### config.mk
export PLATFORM = sky130hd
export DESIGN_NAME = tcre_band
export DESIGN_NICKNAME = d
export VERILOG_FILES = /design/src/rtl/core/tcre_pkg.sv /design/src/rtl/core/tcre_band.sv
export SDC_FILE = /design/constraint.sdc
export NUM_CORES = 1
export LEC_CHECK = 0
export BUFFER_PORTS_ARGS = -buffer_cell sky130_fd_sc_hd__buf_2
export CORE_AREA = 2 2 46 48
export DETAILED_ROUTE_END_ITERATION = 12
export DIE_AREA = 0 0 48 50
export GPL_TIMING_DRIVEN = 0
export PLACE_DENSITY = 0.84
export SYNTH_ARGS = -nofsm -noshare
export SYNTH_HDL_FRONTEND = slang
export SYNTH_SLANG_ARGS = --single-unit
export TNS_END_PERCENT = 10
### constraint.sdc
create_clock -name vclk -period 8.4
set_input_delay 1.68 -clock vclk [all_inputs]
set_output_delay 1.68 -clock vclk [all_outputs]
set_load 0.02 [all_outputs]
### src/rtl/core/tcre_pkg.sv
// Shared types and constants of the tile column classifier and run extractor.
// Holds the beat payload structs, the band summary struct and field widths.
// Depends on nothing; the band classifier and the top level refer to it by scoped names.
package tcre_pkg;

    localparam int COLUMNS_DEF = 32;
    localparam int ROWS_DEF    = 15;

    localparam int PIX_W     = 8;
    localparam int COL_W     = 5;
    localparam int ROW_W     = 4;
    localparam int CNT_W     = 5;
    localparam int MASK_W    = 15;
    localparam int SLOT_W    = 9;
    localparam int ADDR_W    = 16;
    localparam int TOTAL_W   = 9;
    localparam int COLCMP_W  = 7;
    localparam int BAND_SHIFT = 3;
    localparam int BAND_LAST  = 7;
    localparam int TOTAL_MAX  = 511;
    localparam int ROW_MAX    = 15;
    localparam int SAMPLES    = 4;
    localparam int SAMPLE_W   = 2;

    typedef struct packed {
        logic              frame_start;
        logic [ADDR_W-1:0] bank_base;
        logic [COL_W-1:0]  column_index;
        logic [PIX_W-1:0]  wall_top_a;
        logic [PIX_W-1:0]  wall_top_b;
        logic [PIX_W-1:0]  wall_top_c;
        logic [PIX_W-1:0]  wall_top_d;
        logic [PIX_W-1:0]  wall_bottom_a;
        logic [PIX_W-1:0]  wall_bottom_b;
        logic [PIX_W-1:0]  wall_bottom_c;
        logic [PIX_W-1:0]  wall_bottom_d;
    } t_in_beat;

    typedef struct packed {
        logic [COL_W-1:0]   out_column;
        logic               run_valid;
        logic [ROW_W-1:0]   run_first_row;
        logic [ROW_W-1:0]   run_length;
        logic [SLOT_W-1:0]  slot_index;
        logic [ADDR_W-1:0]  upload_address;
        logic [MASK_W-1:0]  dyn_row_mask;
        logic [ROW_W-1:0]   column_tiles;
        logic [TOTAL_W-1:0] frame_tiles;
        logic [TOTAL_W-1:0] frame_runs;
        logic               is_last;
    } t_out_beat;

    // Summary of one column: the dynamic rows always form a single range.
    typedef struct packed {
        logic              any;
        logic [ROW_W-1:0]  first;
        logic [CNT_W-1:0]  tiles;
        logic [MASK_W-1:0] mask;
    } t_band;

endpackage

### src/rtl/core/tcre_band.sv
// Band classifier: turns the lowest wall top and highest wall bottom of a
// column into its dynamic row range, mask and tile count. Uses tcre_pkg.
module tcre_band #(
    parameter int ROWS = tcre_pkg::ROWS_DEF
) (
    input  logic [tcre_pkg::PIX_W-1:0] i_min_top,
    input  logic [tcre_pkg::PIX_W-1:0] i_max_bot,
    input  logic                       i_col_ok,
    output tcre_pkg::t_band            o_band
);
    logic [tcre_pkg::CNT_W-1:0] lo;
    logic [tcre_pkg::CNT_W:0]   hi;
    logic [tcre_pkg::CNT_W:0]   hi_c;
    logic [tcre_pkg::PIX_W:0]   bot_round;
    logic                       any;

    // A band is ceiling while its row is below min_top/8, and floor from
    // ceil(max_bot/8) on; the rows in between are dynamic.
    always_comb begin
        lo        = tcre_pkg::CNT_W'(i_min_top >> tcre_pkg::BAND_SHIFT);
        bot_round = {1'b0, i_max_bot} + (tcre_pkg::PIX_W+1)'(tcre_pkg::BAND_LAST);
        hi        = (tcre_pkg::CNT_W+1)'(bot_round >> tcre_pkg::BAND_SHIFT);
        hi_c      = (hi > (tcre_pkg::CNT_W+1)'(ROWS)) ? (tcre_pkg::CNT_W+1)'(ROWS) : hi;
        any       = i_col_ok && ({1'b0, lo} < hi_c);

        o_band.any   = any;
        o_band.first = any ? lo[tcre_pkg::ROW_W-1:0] : '0;
        o_band.tiles = any ? tcre_pkg::CNT_W'(hi_c - {1'b0, lo}) : '0;
        for (int y = 0; y < tcre_pkg::MASK_W; y++) begin
            o_band.mask[y] = any && ((tcre_pkg::CNT_W+1)'(y) >= {1'b0, lo})
                                 && ((tcre_pkg::CNT_W+1)'(y) < hi_c);
        end
    end
endmodule

# --- After elaboration in Yosys (flattened, before gate mapping) ---
# Index checks and enable logic that the tools add are counted.
totals:
  regBits: 0
  inputBits: 17
  out_inout_bits: 25
  elab_cells: 68
classes:
  addsub: 2
  n_lt_le_gt_ge: 32
  muxes: 3
  n_reduce_logical: 31
ops:
  columns: ["op", "count"]
  rows:
  - ["$lt 4x6->1 const A", 7]
  - ["$ge 4x5->1 const A", 7]
  - ["$logic_and 1x1->1", 31]
  - ["$lt 3x6->1 const A", 4]
  - ["$ge 3x5->1 const A", 4]
  - ["$lt 1x6->1 const A", 2]
  - ["$lt 2x6->1 const A", 2]
  - ["$ge 1x5->1 const A", 2]
  - ["$ge 2x5->1 const A", 2]
  - ["$add 8x3->9 const B", 1]
  - ["$gt 6x4->1 const B", 1]
  - ["$lt 5x6->1", 1]
  - ["$mux 6", 1]
  - ["$mux 5", 1]
  - ["$sub 5x5->5", 1]
  - ["$mux 4", 1]

# --- Longest topological paths before layout ---
# Gate-level depths: netlist (run 1).
depth:
  word_depth: 7
  depth_mapped: 12
  depth_no_buf: 10

# --- Least setup slack after synthesis (run 1) ---
# No wires, ideal clock.
synth_path:
  kind: "input to output"
  startpoint: "input i_max_bot[2] (netlist name)"
  endpoint: "output o_band[4] (netlist name)"
  arrival_time_ns: 4.486
  t_required_ns: 6.720
  path_slack_ns: 2.234
  cell_stages: 9
  path_buffers: 0
  cell_sequence: "o31ai_1 -> nand2b_1 -> a21oi_1 -> inv_1 -> ha_1 -> nor2b_1 -> o2111ai_1 -> nand3_1 -> a2111oi_0"
synth_lines:
  columns: ["element", "line_no", "source"]
  rows:
  - ["start: declaration", "tcre_band.sv:7", "input logic [tcre_pkg::PIX_W-1:0] i_max_bot,"]
  - ["end: declaration", "tcre_band.sv:9", "output tcre_pkg::t_band o_band"]

==> results by group, run 1 <==
Outcome
  – Status: finished clean

Layout
  – Register area: 0 um2
  – Design area: a little over 1000 um2
  – Final core occ: a little over half
  – Total of clock buffers placed in the layout: 0
  – Count of sequential standard cells: 0
  – Area growth syn-to-layout: 27.22%
  – Proportion of layout cells with a drive suffix above 1: around 28%
  – # nets final: 186
  – Total inserted antenna cells: 0

Route
  – Detailed-route wire length: 2.614 mm
  – Initial DRC Count: 37
  – Via count: around 1,100
  – Routed wire length per instance: about 14 um
  – Per-cell via count in the routed design: 6.081
  – Final antenna-violating net count: 0
  – Total iterations of the first detailed-routing run: 4
  – Number of remaining DRC errors: 0

Timing
  – Post-route clock period utilization: between 70% and 80%
  – Sum of negative setup slack: 0 ns
  – Tightest Pin Transition: ~0.67 ns
  – Headroom to the max-slew limit: a little over half
  – Post-layout minimum cycle time: 6.141 ns
  – Final count of hold timing violations: 0
  – Final setup violation count: 0
  – Peak Freq: roughly 160 MHz
  – Setup repair after global routing missed its margin: false
  – Pins over their slew limit: 0
  – Post-layout worst setup margin: about 2.3 ns

Power and ir drop
  – Sequential group share of total power: 0%
  – Internal Dissipation: roughly 22 uW
  – Pwr Density: approximately 59 nW/um2
  – Clk network pwr share: 0%
  – Leakage power: 0.4607 nW
  – Sw Ratio: about 63%
  – Net switching power: 38.10 uW
  – Proportion of power drawn by combinational gates: 100.0%
  – Peak VDD IR: 0.03171 mV

Placement
  – Routability congestion estimate: ~0.93
  – Port bufs: 37
  – Setup slack after placement: ~2.3 ns
  – DP Area: approximately 1000 um2
  – Post-DP HPWL: around 2.2 mm

Floorplan
  – Die Span Y: 50 um
  – X dimension of the die: 48 um
  – Starting utilization of the core area: a little over two fifths
  – Floorplan Core Area: ~1900 um2
  – Area enclosed by the die boundary: about 2400 um2
  – I/O pin count: 42
  – Row cnt: 16

Critical path
  – Critical Path Most Common Cell: sky130_fd_sc_hd__buf_2
  – Highest net fanout along the worst path: 10
  – Critical Path Max Stage Delay: 0.39 ns
  – Worst EP arrival: roughly 4.5 ns
  – Endpoint class of the critical path: primary output
  – Worst setup path class: primary input to primary output
  – Required time at the worst-slack endpoint: about 6.7 ns
  – Cell Chain, Critical Path: buf_2, o31ai_1, nand2b_1, a21oi_1, inv_1, ha_1, nor2b_1, o2111ai_1, nand2_1, clkbuf_1, nor4_1, buf_2
  – Nature of the critical path startpoint: primary input
  – CP max stage cell: sky130_fd_sc_hd__o31ai_1

GRT
  – Pin count of the biggest net entering global routing: 11
  – Number of antenna violations at the first check in global routing: 0
  – Wire length of the first global-routing pass: roughly 4.2 mm
  – Via count of the first global-routing pass: 1,012
  – Sum of overflow across all layers after global routing: 0
  – All-Layer GR Usage: a little under a quarter

Yosys
  – Net count of the mapped netlist: ~150
  – Post-Syn Area per Cell: 6.594 um2
  – Number of cells produced by synthesis: 122
  – Sequential-to-total area share from yosys stat: 0%
  – Count of yosys warnings during synthesis: 0
  – Netlist Area Pre-Place: around 800 um2
  – Count of unique library cells instantiated by Yosys: about 40

CTS
  – Buffer count from post-CTS setup fixing: 0
  – Number of instances resized during post-cts repair: 0
  – Number of hold buffers added after CTS: 0

Worst hold path
  – Worst min path class: primary input to primary output

Flow run
  – # Max-Cap Violations: 0
-- placed cells by master, fill, tap and decap left out, types with 2 or more instances in the layout --
master,count
sky130_fd_sc_hd__buf_2,37
sky130_fd_sc_hd__nor3_1,13
sky130_fd_sc_hd__a21oi_1,9
sky130_fd_sc_hd__inv_1,9
sky130_fd_sc_hd__o21ai_0,9
sky130_fd_sc_hd__nand3_1,7
sky130_fd_sc_hd__ha_1,7
sky130_fd_sc_hd__nor2b_1,6
sky130_fd_sc_hd__clkbuf_1,5
sky130_fd_sc_hd__nor2_1,5
sky130_fd_sc_hd__nand2_1,5
sky130_fd_sc_hd__nor4_1,4
sky130_fd_sc_hd__nor3b_1,4
sky130_fd_sc_hd__a21boi_0,4
sky130_fd_sc_hd__a2111oi_0,4
sky130_fd_sc_hd__buf_4,2
sky130_fd_sc_hd__nand2b_1,2
sky130_fd_sc_hd__nand4_1,2
sky130_fd_sc_hd__a21o_1,2
-- per-layer routing --
layer	global-route usage [%]	up-vias	routed length (um)
met5	0	-	0
met1	27.95	525	1076
met3	2.930	0	204
li1	-	550	-
met4	2.252	0	0
met2	40.67	56	1332
-- power by group through the flow --
stage,logic [mW],clock network [mW],registers [mW]
after floorplan,0.0406,0,0
after global placement,0.0580,0,0
after detailed placement,0.0599,0,0
after CTS,0.0602,0,0
after global routing,0.0662,0,0
final,0.0604,0,0
-- cell type report --
cell class / instances / area [um2]
timing repair buffer: 37 / 185.2
multi-input combinational: 105 / 725.7
buffer: 8 / 45.04
inverter: 9 / 33.78
tap: 27 / 33.78
fill: 200 / 878.3
-- stage by stage --
stage / hold slack [ns] / power [mW] / instances
2_1_floorplan: 3.490 / 0.04056 / 122
3_3_place_gp: 3.788 / 0.05804 / 186
3_5_place_dp: 3.798 / 0.05985 / 186
4_1_cts: 3.798 / 0.06019 / 186
5_1_grt: 3.827 / 0.06623 / 186
6_report: 3.807 / 0.06039 / 186
-- worst max-delay path: cells and delay by family --
family	cells	cell delay (ns)
AO/OA/AOI/OAI	3	1.12
adder cells (fa/ha/maj)	1	0.30
buffers and inverters	4	0.68
AND/OR/NAND/NOR	4	0.70
-- final timing paths --
kind / start / slack, ns / end / cells past startpoint
setup / recovery: i_max_bot[2] / 2.26 / o_band[18] / 12
hold / removal: i_min_top[3] / 3.81 / o_band[0] / 3
-- logic make-up after synthesis --
kind of cell | after synthesis | synth area share (%)
AND/OR/NAND/NOR | 56 | 39.66
other | 1 | 0.4661
buffers and inverters | 17 | 9.797
adder cells (fa/ha/maj) | 8 | 13.37
AO/OA/AOI/OAI | 40 | 36.70
-- cells in the mapped netlist, drive strengths merged (2+ instances only) --
cell type | number | area share, %
a2111oi | 4 | 4.4
a21o | 2 | 1.9
ha | 7 | 11
o21ai | 9 | 5.6
nor3b | 4 | 3.7
nor2b | 6 | 4.7
clkbuf | 5 | 2.3
nand2b | 2 | 1.6
nor4 | 4 | 3.1
nor3 | 13 | 8.1
nor2 | 5 | 2.3
nand3 | 7 | 4.4
nand4 | 2 | 1.6
a21boi | 4 | 3.7
buf | 3 | 3.3
a21oi | 9 | 5.6
inv | 9 | 4.2
or3 | 2 | 2.2
nand2 | 5 | 2.3
(Power assumes the default switching activity.)
==> run 2, diff against run 1 <==
--- a/config.mk
+++ b/config.mk
@@ -5,12 +5,13 @@
 export SDC_FILE = /design/constraint.sdc
 export NUM_CORES = 1
 export LEC_CHECK = 0
+export ABC_AREA = 1
 export BUFFER_PORTS_ARGS = -buffer_cell sky130_fd_sc_hd__buf_2
-export CORE_AREA = 2 2 46 48
+export CORE_AREA = 2 2 47 49
 export DETAILED_ROUTE_END_ITERATION = 12
-export DIE_AREA = 0 0 48 50
+export DIE_AREA = 0 0 49 51
 export GPL_TIMING_DRIVEN = 0
-export PLACE_DENSITY = 0.84
+export PLACE_DENSITY = 0.85
 export SYNTH_ARGS = -nofsm -noshare
 export SYNTH_HDL_FRONTEND = slang
 export SYNTH_SLANG_ARGS = --single-unit
==> constraint.sdc (replaced) <==
create_clock -name vclk -period 5.2
set_input_delay 1.04 -clock vclk [all_inputs]
set_output_delay 1.04 -clock vclk [all_outputs]
set_load 0.02 [all_outputs]
==> run 2 against run 1 <==
  * Routed wire length decreased by 19%
  * Sequential share of layout area unchanged
  * Largest power group unchanged
  * Worst hold slack got worse by 1.3 ns
  * Flip-flop and latch count unchanged
  * Via count decreased by 1.7%
  * Critical path type unchanged
  * First-iteration DRC count decreased by 27%
  * Critical endpoint is now o_band[24]
  * Count of clock-buffer cells in the layout unchanged
  * Synthesized cell count increased by 35%
  * Non-clock buffer count decreased by 2
  * Critical path depth increased by 6
==> results by group, run 2 <==
Yosys
  – Count of yosys warnings during synthesis: 0 (unchanged)
  – Post-Syn Area per Cell: 5.005 um2 (-24%)
  – Largest area contributor in the synthesized netlist: sky130_fd_sc_hd__nor2_1
  – Most instantiated library cell after synthesis: sky130_fd_sc_hd__nor2_1
  – Netlist Area Pre-Place: 825.8 um2 (+2.6%)
  – Count of unique library cells instantiated by Yosys: 22 (-46%)
  – Number of cells produced by synthesis: 165 (+35%)
  – Net count of the mapped netlist: 190 (+29%)
  – Top area cells in the synthesized netlist: sky130_fd_sc_hd__nor2_1 17%, sky130_fd_sc_hd__nand2_1 16%, sky130_fd_sc_hd__inv_1 13%
  – Most used standard cells in the synthesized netlist: 38 x sky130_fd_sc_hd__nor2_1, 36 x sky130_fd_sc_hd__nand2_1, 28 x sky130_fd_sc_hd__inv_1, 11 x sky130_fd_sc_hd__nand3_1, 10 x sky130_fd_sc_hd__a21oi_1
  – Fraction of synthesized cell area taken by the top area cell type: 17.27% (+6.4 points)
  – Sequential-to-total area share from yosys stat: 0% (unchanged)

Critical path
  – Critical Path Max Stage Delay: 0.37 ns (-0.02 ns)
  – CP max stage cell: sky130_fd_sc_hd__ha_1
  – Nature of the critical path startpoint: primary input
  – Required time at the worst-slack endpoint: 4.16 ns (-2.56 ns)
  – Worst EP arrival: 3.14 ns (-1.32 ns)
  – Endpoint class of the critical path: primary output
  – Worst setup path class: primary input to primary output
  – Critical Path Most Common Cell: sky130_fd_sc_hd__nand2_1
  – Family of cells with the greatest summed delay on the critical path: simple AND/OR/NAND/NOR gates
  – Critical path buffer and inverter count: 7 (+3)
  – Cell Chain, Critical Path: buf_2, nor2_2, nand2_2, nand2_1, nand2_1, inv_2, nand3_1, ha_1, nand2_1, nor2_1, o21ai_0, nand3_1, inv_1, nand2_4, buf_6, inv_1, buf_4, buf_2
  – Highest net fanout along the worst path: 10 (unchanged)

Layout
  – Total inserted antenna cells: 0 (unchanged)
  – Finished Layout Cells: 232 (+25%)
  – Most frequent standard cell in the layout excluding fill and tap cells: sky130_fd_sc_hd__buf_2
  – Combined area of the multi-input logic cells: 679.4 um2 (-6.4%)
  – Register area: 0 um2 (unchanged)
  – Area growth syn-to-layout: 27.88%
  – Total of clock buffers placed in the layout: 0 (unchanged)
  – Most frequent cells in the layout: 39 x sky130_fd_sc_hd__buf_2, 38 x sky130_fd_sc_hd__nor2_1, 36 x sky130_fd_sc_hd__nand2_1, 28 x sky130_fd_sc_hd__inv_1, 11 x sky130_fd_sc_hd__nand3_1
  – Number of fillers in the final layout: 243 (+22%)
  – # nets final: 231 (+24%)
  – Count of sequential standard cells: 0 (unchanged)
  – Proportion of layout cells with a drive suffix above 1: 27.94% (+0.27 points)

Placement
  – Port bufs: 39 (+5.4%)
  – Routability congestion estimate: 0.9065 (-3.0%)
  – Number of placed instances with taps included: 232 (+25%)
  – Post-DP HPWL: 1.831 mm (-15%)

Power and ir drop
  – Leakage power: 0.6603 nW (+43%)
  – Peak VDD IR: 0.05276 mV (+66%)
  – Pwr Density: 97.99 nW/um2 (+66%)

Timing
  – Final setup violation count: 0 (unchanged)
  – Final count of hold timing violations: 0 (unchanged)
  – Post-layout minimum cycle time: ~4.2 ns
  – Sum of negative setup slack: 0 ns (unchanged)
  – Setup repair after global routing missed its margin: false
  – Post-route clock period utilization: 80.39%
  – Pins over their slew limit: 0 (unchanged)
  – Peak Freq: around 240 MHz

GRT
  – Wire length of the first global-routing pass: 3.601 mm (-15%)
  – Sum of overflow across all layers after global routing: 0 (unchanged)
  – Via count of the first global-routing pass: 920 (-9.1%)
  – All-Layer GR Usage: 17.18% (-5.4 points)
  – Number of antenna violations at the first check in global routing: 0 (unchanged)
  – Pin count of the biggest net entering global routing: 11 (unchanged)

Floorplan
  – X dimension of the die: 49 um (+2.1%)
  – Row cnt: 17 (+1)
  – I/O pin count: 42 (unchanged)
  – Area enclosed by the die boundary: 2499 um2 (+4.1%)
  – Die Span Y: 51 um (+2.0%)
  – Floorplan Core Area: 2063 um2 (+8.5%)
  – Starting utilization of the core area: 40.02% (-2.3 points)

Worst hold path
  – Worst min path class: primary input to primary output

Route
  – Final antenna-violating net count: 0 (unchanged)
  – Detailed-route wire length: 2.129 mm (-19%)
  – Via count: 1,112 (-1.7%)
  – Number of remaining DRC errors: 0 (unchanged)
  – Total iterations of the first detailed-routing run: 4 (unchanged)
  – Initial DRC Count: 27 (-27%)
  – Per-cell via count in the routed design: 4.793 (-21%)
  – Routed wire length per instance: 9.177 um (-35%)

Outcome
  – Status: finished clean

CTS
  – Number of hold buffers added after CTS: 0 (unchanged)
  – Number of instances resized during post-cts repair: 0 (unchanged)
  – Buffer count from post-CTS setup fixing: 0 (unchanged)

Flow run
  – # Max-Cap Violations: 0 (unchanged)
run 2: cell types whose count changed in the layout (fill, tap and decap cells not counted), moves of 3 or more:
cell	before	now
sky130_fd_sc_hd__clkbuf_1	5	1
sky130_fd_sc_hd__nor3b_1	4	0
sky130_fd_sc_hd__nand3_2	0	3
sky130_fd_sc_hd__a21boi_0	4	0
sky130_fd_sc_hd__nand3_1	7	11
sky130_fd_sc_hd__nor4_1	4	0
sky130_fd_sc_hd__nand2_2	0	4
sky130_fd_sc_hd__nor2b_1	6	0
sky130_fd_sc_hd__a2111oi_0	4	0
sky130_fd_sc_hd__inv_1	9	28
sky130_fd_sc_hd__nand2_1	5	36
sky130_fd_sc_hd__nor2_1	5	38
sky130_fd_sc_hd__nor3_1	13	0
sky130_fd_sc_hd__nor2_2	0	4
run 2: final cells by class:
cell class,instances,share of cell area (%)
Buffer,4,3.199
Timing Repair Buffer,39,18.48
Tap cell,28,3.318
Multi-Input combinational cell,131,64.34
Inverter,30,10.66
run 2: worst paths after layout:
kind | from | endpoint | slack (ns) | depth (start not counted)
max | i_max_bot[2] | o_band[24] | 1.02 | 18
min | i_min_top[6] | o_band[23] | 2.50 | 4
run 2: stage by stage:
stage	power [mW]	instance area, um2	setup slack, ns	hold slack, ns	util (%)
floorplan	0.07413	825.8	1.413	2.243	-
global placement	0.1024	1056	1.053	2.497	51.18
detailed placement	0.1035	1056	1.025	2.493	51.18
CTS	0.1038	1056	1.015	2.495	51.18
global route	0.1155	1056	0.7822	2.517	51.18
finish	0.1035	1056	1.020	2.496	51.18
run 2: cell families after synthesis:
logic type | after synthesis | synth area share (%)
compound gates | 20 | 12.73
simple gates | 99 | 52.88
fa+ha+maj | 8 | 13.03
other cells | 1 | 0.4541
buf+inv | 34 | 17.73
xor+xnor | 3 | 3.182
run 2: power by group:
| group | internal [mW] | leakage, nW | switching (mW) |
|---|---|---|---|
| clock network | 0 | 0 | 0 |
| logic | 0.0368 | 0.660 | 0.0666 |
| registers | 0 | 0 | 0 |
run 2: metal layers:
| metal | vias to the layer above | wire length, um | track usage, % |
|---|---|---|---|
| li1 | 588 | - | - |
| met1 | 477 | 911 | 21.44 |
| met2 | 47 | 1036 | 33.11 |
| met3 | 0 | 181 | 1.462 |
| met4 | 0 | 0 | 1.429 |
| met5 | - | 0 | 0 |
